==> config.mk <==
export PLATFORM = sky130hd
export DESIGN_NAME = fatcw_div
export DESIGN_NICKNAME = d
export VERILOG_FILES = /design/src/hw/rtl/fatcw_pkg.sv /design/src/hw/rtl/fatcw_div.sv
export SDC_FILE = /design/constraint.sdc
export NUM_CORES = 1
export LEC_CHECK = 0
export BUFFER_PORTS_ARGS = -buffer_cell sky130_fd_sc_hd__buf_2
export CORE_UTILIZATION = 40
export CTS_CLUSTER_SIZE = 40
export DETAILED_ROUTE_END_ITERATION = 6
export MAX_ROUTING_LAYER = met4
export PLACE_DENSITY = 0.64
export SYNTH_ARGS = -nofsm -noshare
export SYNTH_HDL_FRONTEND = slang
export SYNTH_SLANG_ARGS = --single-unit
==> constraint.sdc <==
create_clock -name clk -period 6.19 [get_ports clk]
set_input_delay 0.9285 -clock clk [delete_from_list [all_inputs] [get_ports clk]]
set_output_delay 0.9285 -clock clk [all_outputs]
set_load 0.05 [all_outputs]
==> src/hw/rtl/fatcw_pkg.sv <==
`timescale 1ns / 1ps

package fatcw_pkg;

  localparam int FAT_BYTES = 8192;
  localparam int FAT_AW    = $clog2(FAT_BYTES);

  localparam int SEC_W   = 25;
  localparam int CLUS_W  = 12;
  localparam int CFG_W   = 16;
  localparam int CFG_IW  = 3;
  localparam int PROD_W  = 24;

  // root directory division: numerator up to 65535*32 + 8190
  localparam int DIV_NUM_W = 22;
  localparam int DIV_DEN_W = 13;
  localparam int DIV_CNT_W = $clog2(DIV_NUM_W);

  localparam logic [CLUS_W-1:0] CHAIN_END = 12'hFF8;
  localparam logic [CLUS_W-1:0] FIRST_DATA_CLUSTER = 12'd2;

  localparam logic [12:0] RST_BYTES_PER_SECTOR    = 13'd512;
  localparam logic [7:0]  RST_SECTORS_PER_CLUSTER = 8'd1;
  localparam logic [15:0] RST_RESERVED_SECTORS    = 16'd1;
  localparam logic [7:0]  RST_FAT_COPIES          = 8'd2;
  localparam logic [15:0] RST_SECTORS_PER_FAT     = 16'd9;
  localparam logic [15:0] RST_ROOT_ENTRY_COUNT    = 16'd224;

  typedef enum logic [1:0] {
    ACT_LOAD  = 2'd0,
    ACT_START = 2'd1,
    ACT_STEP  = 2'd2,
    ACT_NONE  = 2'd3
  } action_t;

  typedef enum logic [1:0] {
    ST_OK       = 2'd0,
    ST_NO_CHAIN = 2'd1,
    ST_LOW      = 2'd2
  } status_t;

  typedef enum logic [CFG_IW-1:0] {
    CFG_BYTES_PER_SECTOR    = 3'd0,
    CFG_SECTORS_PER_CLUSTER = 3'd1,
    CFG_RESERVED_SECTORS    = 3'd2,
    CFG_FAT_COPIES          = 3'd3,
    CFG_SECTORS_PER_FAT     = 3'd4,
    CFG_ROOT_ENTRY_COUNT    = 3'd5
  } cfg_idx_t;

  typedef struct packed {
    logic                 start;
    logic [DIV_NUM_W-1:0] num;
    logic [DIV_DEN_W-1:0] den;
  } div_req_t;

  typedef struct packed {
    logic                 done;
    logic [DIV_NUM_W-1:0] quot;
  } div_resp_t;

endpackage

==> src/hw/rtl/fatcw_div.sv <==
`timescale 1ns / 1ps

// restoring divider, one quotient bit per cycle
module fatcw_div (
  input  logic                clk,
  input  logic                rst_n,
  input  fatcw_pkg::div_req_t req,
  output fatcw_pkg::div_resp_t resp
);

  logic                                busy_r, busy_nxt;
  logic [fatcw_pkg::DIV_CNT_W-1:0]     cnt_r, cnt_nxt;
  logic [fatcw_pkg::DIV_DEN_W-1:0]     rem_r, rem_nxt;
  logic [fatcw_pkg::DIV_DEN_W-1:0]     den_r, den_nxt;
  logic [fatcw_pkg::DIV_NUM_W-1:0]     quo_r, quo_nxt;
  logic                                done_r, done_nxt;
  logic [fatcw_pkg::DIV_DEN_W:0]       rem_sh;
  logic                                fits;

  assign rem_sh = {rem_r, quo_r[fatcw_pkg::DIV_NUM_W-1]};
  assign fits   = rem_sh >= {1'b0, den_r};

  always_comb begin
    busy_nxt = busy_r;
    cnt_nxt  = cnt_r;
    rem_nxt  = rem_r;
    den_nxt  = den_r;
    quo_nxt  = quo_r;
    done_nxt = 1'b0;
    if (req.start) begin
      busy_nxt = 1'b1;
      cnt_nxt  = fatcw_pkg::DIV_CNT_W'(fatcw_pkg::DIV_NUM_W - 1);
      rem_nxt  = '0;
      den_nxt  = req.den;
      quo_nxt  = req.num;
    end else if (busy_r) begin
      rem_nxt = fits ? fatcw_pkg::DIV_DEN_W'(rem_sh - {1'b0, den_r})
                     : rem_sh[fatcw_pkg::DIV_DEN_W-1:0];
      quo_nxt = {quo_r[fatcw_pkg::DIV_NUM_W-2:0], fits};
      cnt_nxt = cnt_r - 1'b1;
      if (cnt_r == '0) begin
        busy_nxt = 1'b0;
        done_nxt = 1'b1;
      end
    end
  end

  always_ff @(posedge clk) begin
    if (!rst_n) begin
      busy_r <= 1'b0;
      done_r <= 1'b0;
      cnt_r  <= '0;
    end else begin
      busy_r <= busy_nxt;
      done_r <= done_nxt;
      cnt_r  <= cnt_nxt;
    end
  end

  always_ff @(posedge clk) begin
    rem_r <= rem_nxt;
    den_r <= den_nxt;
    quo_r <= quo_nxt;
  end

  assign resp.done = done_r;
  assign resp.quot = quo_r;

endmodule

==> impl_results.md, run 1 <==
* DR vias/cell at 5.17
* Total of max-cap violations at 0
* Most frequent cell after synthesis: edfxtp_1
* Clk Latency, worst-skew pair at 0.32 ns
* CTS tree: built
* Yosys top cell area share at 0.348
* First-pass GRT wire length at 9.45 mm
* Vias at 2183
* Hold path depth at 2
* DRT iter0 DRCs at 171
* Final HPWL DP at 4.18 mm
* Setup TNS at 0 ns
* Startpoint class of the critical path: flip-flop
* Layout cells sized above 1 at 0.322
* I/O pin cnt at 61
* DIE AREA at 7910 um^2
* Endpoints failing setup at 0
* Antenna Cells at 0
* FMAX at 0.340 GHz
* Crit-path cells: inv_1, ha_1, inv_1, fa_1, a211oi_1, o21ai_0, a21oi_2, a21o_1, nand2_1, mux2_2
* IO Port Bufs at 60
* CTS clk-pin slew, worst paths at 0.11 ns
* Outcome: completed
* Dpl ws at 3.05 ns
* Post-CTS setup buffer count at 0
* Final ANT Viol Nets at 0
* Synth top area cells: edfxtp_1, dfxtp_1, mux2_2
* Avg Inst Size Synth at 11.2 um^2
* Core Rows at 31
* Register area share after synthesis at 0.480
* Mapped Nets at 322
* Resized Gates After CTS at 0
* Global route overflow at 0
* Min Tclk post-route at 2.94 ns
* Yosys warns at 0
* Mapped Cells at 269
* Vias in the first global route at 1990
* Detailed Route WL at 5.96 mm
* Number of synthesized flops with an enable pin at 35
* CTS Buf Count at 5
* Unique cell type count in the Yosys netlist at 55
* Layout fillers at 723
* Flop-to-flop setup slack at 3.25 ns
* Relative slew slack at 0.372
* Skew final at 0.0183 ns
* Tcrit/Tclk final at 0.475
* RSZ-0062 raised after global routing: false
* Power Dens Cells at 283 nW/um^2
* Path type of the worst setup path: reg2reg
* WP data arrival at 3.02 ns
* Peak VDD IR at 0.125 mV
* Total GRT Usage at 0.162
* Clock Tree Buf Depth at 2
* Mapped cell area at 3020 um^2
* Num Clock Sinks at 55
* Post-synth top cells: edfxtp_1, mux2_2, dfxtp_1, inv_1, nor2_1
* WL per Instance at 14.1 um
* Starting Density at 0.414
* Crit. End Element: flip-flop
* FFs w/ async S/R, synth at 0
* Pleak at 1.42 nW
* Most common cell on crit path: inv_1
* Die H at 88.9 um
* Worst R2R Path Depth at 10
* Slew @ Worst Pin at 0.940 ns
* Largest net degree at the start of global routing at 49
* Max-slew violations at 0
* Synth area leader: edfxtp_1
* Top_reg_cell synth: edfxtp_1
* Critical path's slowest cell: a21o_1
* Max H-tree Level at 2
* Initial antenna violation count at 0
* Crit Path Max Fanout at 13
* Nets at 375
* Area Growth Syn to Fin at 14.0%
* CP required at 6.27 ns
* CTS Hold Bufs at 0
* #FFs+latches synth at 55
* Root Buffer: clkbuf_8
* Remaining DRCs at 0
* Final worst setup slack at 3.25 ns
* Min-delay worst type: reg2reg
* Hold Vio Cnt, Final at 0
* Pwr Total at 0.000975 W
* Slowest cell delay on critical path at 0.45 ns
* Gpl congestion at 0.865
* 1st-pass router iterations at 4
* Chip Width at 88.9 um
* Placeable Area at 7290 um^2
-- flip-flops by register name, summed over array words and instances (netlist names) --
| register | count |
|---|---|
| cnt_r | 5 |
| busy_r | 1 |
| quo_r | 22 |
| rem_r | 13 |
| den_r | 13 |
| done_r | 1 |
-- placed cells by master (no fill, tap or decap), drive strengths merged, types with 4 or more instances in the layout --
cell,Yosys,routed
buf,7,62
nor3,4,4
a21o,5,5
ha,14,14
xor2,5,5
inv,19,20
a21oi,12,12
clkbuf,7,6
o21ai,13,13
edfxtp,35,35
a311oi,12,12
nor2,17,17
nand2,8,8
nand3,17,17
mux2,22,22
xnor2,7,7
dfxtp,20,20
-- critical path, delay by kind of cell (launching register included) --
family | cells | cell delay, ns
compound gates | 4 | 1.11
fa+ha+maj | 2 | 0.56
flops | 1 | 0.43
mux | 1 | 0.31
simple gates | 1 | 0.16
buf+inv | 2 | 0.13
-- layout make-up --
type,count,area (um^2),share of cell area
tap,99,124,0.0359
clock inverter,2,38.8,0.0113
sequential,55,1450,0.421
timing repair buffer,62,315,0.0915
clock buffer,6,72.6,0.0211
inverter,20,75.1,0.0218
multi-input combinational,178,1370,0.397
-- per-layer routing --
layer	wire length (um)	track usage	vias up	share of wire
met1	2860	0.227	1008	0.48
met2	2760	0.241	57	0.46
met4	60	0.0484	0	0.010
met3	287	0.0259	8	0.048
met5	0	-	-	0
li1	-	-	1110	-
-- final timing paths --
| path | startpoint | end |
|---|---|---|
| worst max-delay path | quo_r[21]$_DFFE_PP_ | quo_r[0]$_DFFE_PP_ |
| worst min-delay path | rem_r[11]$_SDFFE_PP0P_ | rem_r[12]$_SDFFE_PP0P_ |
| worst max register to register | quo_r[21]$_DFFE_PP_ | quo_r[0]$_DFFE_PP_ |
| worst min register to register | rem_r[11]$_SDFFE_PP0P_ | rem_r[12]$_SDFFE_PP0P_ |
-- power by group --
part           switching, W  total, W  internal, W
combinational      0.000177  0.000282     0.000105
sequential        0.0000197  0.000450     0.000430
clock              0.000121  0.000243     0.000122
-- cell families after synthesis --
kind of cell | synth area share
AO/OA/AOI/OAI | 0.152
buffers and inverters | 0.0683
XOR/XNOR | 0.0348
adder cells (fa/ha/maj) | 0.0646
multiplexers | 0.0886
AND/OR/NAND/NOR | 0.111
flip-flops | 0.480
-- per-stage QoR --
stage,util,cells,cell area (um^2),hold slack (ns)
floorplan,-,269,3020,0.477
finish,0.473,422,3450,0.510
CTS,0.473,422,3450,0.514
global route,0.473,422,3450,0.535
global placement,0.457,414,3330,0.491
detailed placement,0.457,414,3330,0.499
No activity file was read; power rests on OpenSTA's default activity.
==> run 2: changes to the inputs <==
--- a/config.mk
+++ b/config.mk
@@ -10,7 +10,7 @@
 export CTS_CLUSTER_SIZE = 40
 export DETAILED_ROUTE_END_ITERATION = 6
 export MAX_ROUTING_LAYER = met4
-export PLACE_DENSITY = 0.64
+export PLACE_DENSITY = 0.67
 export SYNTH_ARGS = -nofsm -noshare
 export SYNTH_HDL_FRONTEND = slang
 export SYNTH_SLANG_ARGS = --single-unit
==> constraint.sdc (replaced) <==
create_clock -name clk -period 2.7 [get_ports clk]
set_input_delay 0.405 -clock clk [delete_from_list [all_inputs] [get_ports clk]]
set_output_delay 0.405 -clock clk [all_outputs]
set_load 0.05 [all_outputs]
==> impl_results.md, run 2 (synthesis gave the netlist of run 1 again) <==
* Outcome: completed
* Total of max-cap violations at 0 (unchanged)
* Met3 Wirelength at 214 um (-25%)
* Slowest cell delay on critical path at 0.43 ns (-0.02 ns)
* Critical path's slowest cell: fa_1
* Endpoints failing setup at 0 (unchanged)
* FMAX at 0.403 GHz (+18%)
* Layout cells sized above 1 at 0.345 (+0.0235)
* Die H at 88.9 um (unchanged)
* DRT iter0 DRCs at 167 (-2.3%)
* Hold WS at 0.261 ns (-0.249 ns)
* WP data arrival at 2.56 ns (-0.46 ns)
* I/O pin cnt at 61 (unchanged)
* Tcrit/Tclk final at 0.919 (+0.445)
* Final worst setup slack at 0.218 ns (-3.03 ns)
* Clk Latency, worst-skew pair at 0.32 ns (about the same)
* Remaining DRCs at 0 (unchanged)
* Met2 WL at 2.83 mm (+2.8%)
* Path type of the worst setup path: reg2reg
* Global route overflow at 0 (unchanged)
* 1st-pass router iterations at 4 (unchanged)
* Max reg flops at 22 (unchanged)
* First-pass GRT wire length at 9.91 mm (+4.8%)
* Hold Vio Cnt, Final at 0 (unchanged)
* CP required at 2.78 ns (-3.49 ns)
* CTS clk-pin slew, worst paths at 0.11 ns (about the same)
* Vias at 2229 (+2.1%)
* Gpl congestion at 0.860 (-0.53%)
* Startpoint class of the critical path: flip-flop
* Clock Tree Buf Depth at 2 (unchanged)
* Most common cell on crit path: inv_1
* Vias in the first global route at 2169 (+9.0%)
* Power Dens Cells at 624 nW/um^2 (+120%)
* Num Clock Sinks at 55 (unchanged)
* Peak VDD IR at 0.394 mV (+220%)
* RSZ-0062 raised after global routing: false
* DP Area at 3370 um^2 (+0.98%)
* Layout fillers at 688 (-4.8%)
* CTS tree: built
* Largest registers: quo_r x22, den_r x13, rem_r x13
* DIE AREA at 7910 um^2 (unchanged)
* Setup TNS at 0 ns (unchanged)
* WL met1 at 2.92 mm (+2.2%)
* Dpl ws at 0.127 ns (-2.93 ns)
* Slew @ Worst Pin at 0.570 ns (-0.370 ns)
* Final ANT Viol Nets at 0 (unchanged)
* Crit. End Element: flip-flop
* Min-delay worst type: in2reg
* Relative slew slack at 0.620 (+0.248)
* Max layer used: met4
* Most frequent cells in the layout: buf_2, edfxtp_1, mux2_2
* WL per Instance at 14.1 um (-0.53%)
* Nets at 382 (+1.9%)
* Core Rows at 31 (unchanged)
* Area Growth Syn to Fin at 15.6%
* Min Tclk post-route at 2.48 ns (-0.456 ns)
* Total GRT Usage at 0.168 (+0.00660)
* Crit-path cells: inv_1, ha_1, inv_1, fa_1, a211oi_2, o21ai_1, a21oi_2, a21o_1, nand2_1, mux2_2
* Final HPWL DP at 4.37 mm (+4.7%)
* Most common cell after layout, fill and taps aside: buf_2
* Chip Width at 88.9 um (unchanged)
* Max H-tree Level at 2 (unchanged)
* Pleak at 1.44 nW (+1.6%)
* Largest net degree at the start of global routing at 33 (-33%)
* Max-slew violations at 0 (unchanged)
* Skew final at 0.0128 ns (-0.00545 ns)
* Biggest register: quo_r
* Antenna Cells at 0 (unchanged)
* Root Buffer: clkbuf_8
* Final Cell Area at 3490 um^2 (+1.4%)
* DR vias/cell at 5.20 (+0.44%)
* Starting Density at 0.414 (unchanged)
* CTS Buf Count at 5 (unchanged)
* Initial antenna violation count at 0 (unchanged)
* Crit Path Max Fanout at 3 (-10)
* IO Port Bufs at 60 (unchanged)
* Detailed Route WL at 6.03 mm (+1.1%)
* Pwr Total at 0.00218 W (+120%)
* Placeable Area at 7290 um^2 (unchanged)
==> run 2: through the flow <==
stage | instances | util
global placement | 419 | 0.462
detailed placement | 419 | 0.462
global route | 429 | 0.479
finish | 429 | 0.479
floorplan | 269 | -
CTS | 427 | 0.475
==> run 2: path summary, 6_finish.rpt <==
path                    startpoint                      to  slack [ns]  cells after the start
min                        req[10]     den_r[10]$_DFFE_PP_        0.26                      1
max reg2reg    quo_r[21]$_DFFE_PP_      quo_r[0]$_DFFE_PP_        0.22                     10
max            quo_r[21]$_DFFE_PP_      quo_r[0]$_DFFE_PP_        0.22                     10
min reg2reg  rem_r[9]$_SDFFE_PP0P_  rem_r[10]$_SDFFE_PP0P_        0.52                      2
==> run 2: metal layers <==
layer,track usage,vias up
met2,0.261,58
met1,0.217,1037
met5,-,-
li1,-,1128
met4,0.0674,0
met3,0.0323,6
==> run 2: what timing repair did <==
action                     CTS  global route
setup endpoints to repair    0            14
setup buffers                0             2
hold buffers                 0             0
resized for setup            0             4
==> run 2: cell type report <==
cell class                      count  area (um^2)  share of cell area
Clock inverter                      3         25.0             0.00716
Timing Repair Buffer               69          368               0.105
Sequential cell                    55         1450               0.415
Multi-Input combinational cell    178         1380               0.395
Tap cell                           99          124              0.0355
Clock buffer                        5         68.8              0.0197
Inverter                           20         75.1              0.0215
==> run 2: power by group <==
group | internal (W) | total [W] | switching [W]
registers | 0.000985 | 0.00103 | 0.0000448
logic | 0.000253 | 0.000668 | 0.000414
clock network | 0.000190 | 0.000483 | 0.000293
total | 0.00143 | 0.00218 | 0.000752
==> run 2: critical path: cells and delay by family, from the launching register on <==
family | cells | cell delay (ns)
buffers and inverters | 2 | 0.12
AND/OR/NAND/NOR | 1 | 0.10
AO/OA/AOI/OAI | 4 | 0.76
multiplexers | 1 | 0.28
flip-flops | 1 | 0.41
adder cells (fa/ha/maj) | 2 | 0.58
==> run 3: changes to the inputs <==
--- a/config.mk
+++ b/config.mk
@@ -5,12 +5,15 @@
 export SDC_FILE = /design/constraint.sdc
 export NUM_CORES = 1
 export LEC_CHECK = 0
-export BUFFER_PORTS_ARGS = -buffer_cell sky130_fd_sc_hd__buf_2
+export CELL_PAD_IN_SITES_DETAIL_PLACEMENT = 1
+export CELL_PAD_IN_SITES_GLOBAL_PLACEMENT = 1
 export CORE_UTILIZATION = 40
 export CTS_CLUSTER_SIZE = 40
 export DETAILED_ROUTE_END_ITERATION = 6
+export DONT_BUFFER_PORTS = 1
 export MAX_ROUTING_LAYER = met4
-export PLACE_DENSITY = 0.67
+export PLACE_DENSITY = 0.72
+export RECOVER_POWER = 25
 export SYNTH_ARGS = -nofsm -noshare
 export SYNTH_HDL_FRONTEND = slang
 export SYNTH_SLANG_ARGS = --single-unit
==> impl_results.md, run 3 (synthesis gave the netlist of run 1 again) <==
* Path type of the worst setup path: reg2reg
* DRT iter0 DRCs at 108 (-35%)
* Biggest register: quo_r
* Endpoints failing setup at 0 (unchanged)
* DP Area at 3070 um^2 (-8.9%)
* Most common cell on crit path: inv_1
* Max-slew violations at 0 (unchanged)
* Antenna Cells at 0 (unchanged)
* Worst Hold End: rem_r[3]$_SDFFE_PP0P_
* Min-delay worst type: in2reg
* Clk Latency, worst-skew pair at 0.32 ns (about the same)
* DIE AREA at 7910 um^2 (unchanged)
* WP data arrival at 2.55 ns (about the same)
* Nets at 321 (-16%)
* Flop-to-flop setup slack at 0.25 ns (+0.03 ns)
* WL per Instance at 16.9 um (+20%)
* Die H at 88.9 um (unchanged)
* Gpl congestion at 0.828 (-3.8%)
* Max reg flops at 22 (unchanged)
* Largest registers: quo_r x22, den_r x13, rem_r x13
* Tcrit/Tclk final at 0.908 (-0.0109)
* Setup TNS at 0 ns (unchanged)
* Total of max-cap violations at 0 (unchanged)
* Placed cells at 359 (-14%)
* Global route overflow at 0 (unchanged)
* Skew final at 0.0127 ns (-0.000155 ns)
* Chip Width at 88.9 um (unchanged)
* Core Rows at 31 (unchanged)
* Initial antenna violation count at 0 (unchanged)
* CTS Buf Count at 5 (unchanged)
* Peak VDD IR at 0.326 mV (-17%)
* Layout fillers at 830 (+21%)
* Capturing point of the worst reg2reg path: quo_r[0]$_DFFE_PP_
* FMAX at 0.408 GHz (+1.2%)
* IO Port Bufs at 0 (-100%)
* Remaining DRCs at 0 (unchanged)
* Num Clock Sinks at 55 (unchanged)
* Total GRT Usage at 0.171 (+0.00302)
* First-pass GRT wire length at 9.83 mm (-0.84%)
* CP required at 2.79 ns (about the same)
* Startpoint class of the critical path: flip-flop
* RSZ-0062 raised after global routing: false
* I/O pin cnt at 61 (unchanged)
* Final HPWL DP at 4.33 mm (-1.0%)
* Relative slew slack at 0.0312 (-0.589)
* Slowest cell delay on critical path at 0.41 ns (-0.02 ns)
* Area Growth Syn to Fin at 5.51%
* Non-Filler Instances at 368 (-14%)
* Crit Path Max Fanout at 3 (unchanged)
* Root Buffer: clkbuf_8
* Final ANT Viol Nets at 0 (unchanged)
* Max H-tree Level at 2 (unchanged)
* CTS tree: built
* Layout cells sized above 1 at 0.190 (-0.156)
* Vias in the first global route at 2079 (-4.1%)
* Placeable Area at 7290 um^2 (unchanged)
* Crit. End Element: flip-flop
* RR Startpoint: quo_r[21]$_DFFE_PP_
* Hold Vio Cnt, Final at 0 (unchanged)
* Final worst setup slack at 0.248 ns (+0.0293 ns)
* CTS clk-pin slew, worst paths at 0.12 ns (about the same)
* Dpl ws at 0.122 ns (-0.00472 ns)
* Vias at 2081 (-6.6%)
* Min Tclk post-route at 2.45 ns (-0.0293 ns)
* Final Cell Area at 3190 um^2 (-8.7%)
* Crit-path cells: inv_1, ha_1, inv_1, fa_2, a211oi_2, o21ai_1, a21oi_2, a21o_1, nand2_1, mux2_2
* Most frequent cells in the layout: edfxtp_1, mux2_2, dfxtp_1
* Outcome: completed
* Most common cell after layout, fill and taps aside: edfxtp_1
* Pleak at 1.20 nW (-17%)
* Power Dens Cells at 673 nW/um^2 (+7.9%)
* Hold path start: req[35]
* 1st-pass router iterations at 4 (unchanged)
* Hold path depth at 1 (unchanged)
* DR vias/cell at 5.65 (+8.8%)
* Slew @ Worst Pin at 1.45 ns (+0.883 ns)
* Starting Density at 0.414 (unchanged)
* Worst R2R Path Depth at 10 (unchanged)
* Detailed Route WL at 6.21 mm (+2.9%)
* Fin util at 0.437 (-0.0419)
* Clock Tree Buf Depth at 2 (unchanged)
* CTS Hold Bufs at 0 (unchanged)
* Critical path's slowest cell: edfxtp_1
* Largest net degree at the start of global routing at 49 (+48%)
==> run 3: cell types whose count changed in the layout (fill, tap and decap cells not counted), sizes merged <==
cell      delta
buf         -62
clkinv       +1
clkinvlp     -1
clkbuf       +1
==> run 3: critical path, delay by kind of cell (launching register included) <==
kind	cells	cell delay [ns]
and+or+nand+nor	1	0.09
DFF	1	0.41
adders and majority gates	2	0.52
muxes	1	0.28
AOI/OAI and AO/OA	4	0.79
buffers and inverters	2	0.13
==> run 3: repair_timing <==
action / in CTS / in global routing
buffers inserted: 0 / 1
gates resized for setup: 0 / 4
setup endpoints to repair: 0 / 14
==> run 3: cell type report <==
cell class,instances,area (um^2),share of cell area
timing repair buffer,8,56.3,0.0177
clock buffer,5,68.8,0.0216
sequential,55,1450,0.455
multi-input combinational,178,1380,0.432
inverter,20,75.1,0.0235
tap,99,124,0.0389
clock inverter,3,33.8,0.0106
==> run 3: stage by stage <==
stage | total power, W | hold WS, ns
finish | 0.00215 | 0.145
global route | 0.00225 | 0.127
CTS | 0.00216 | 0.133
detailed placement | 0.00165 | 0.481
global placement | 0.00164 | 0.480
floorplan | 0.00156 | 0.477
==> run 3: worst max path at each step <==
stage	startpoint	endpoint	slack [ns]	cells after the start
2_1_floorplan	quo_r[21]$_DFFE_PP_	quo_r[0]$_DFFE_PP_	0.01	10
3_3_place_gp	quo_r[21]$_DFFE_PP_	quo_r[0]$_DFFE_PP_	0.24	10
3_5_place_dp	quo_r[21]$_DFFE_PP_	quo_r[0]$_DFFE_PP_	0.12	10
4_1_cts	quo_r[21]$_DFFE_PP_	quo_r[0]$_DFFE_PP_	0.12	10
5_1_grt	quo_r[21]$_DFFE_PP_	rem_r[7]$_SDFFE_PP0P_	0.04	11
6_report	quo_r[21]$_DFFE_PP_	quo_r[0]$_DFFE_PP_	0.25	10
==> run 3: metal layers <==
| metal | wire length [um] | global-route usage | vias to the layer above |
|---|---|---|---|
| li1 | - | - | 1001 |
| met1 | 2920 | 0.221 | 1007 |
| met2 | 2750 | 0.259 | 61 |
| met3 | 360 | 0.0388 | 12 |
| met4 | 178 | 0.0718 | 0 |
| met5 | 0 | - | - |
==> run 3: report_power, final <==
group | leakage (nW) | internal, W | switching, W
logic | 0.634 | 0.000213 | 0.000263
clock network | 0.0519 | 0.000198 | 0.000309
registers | 0.514 | 0.000988 | 0.000176
total | 1.20 | 0.00140 | 0.000748
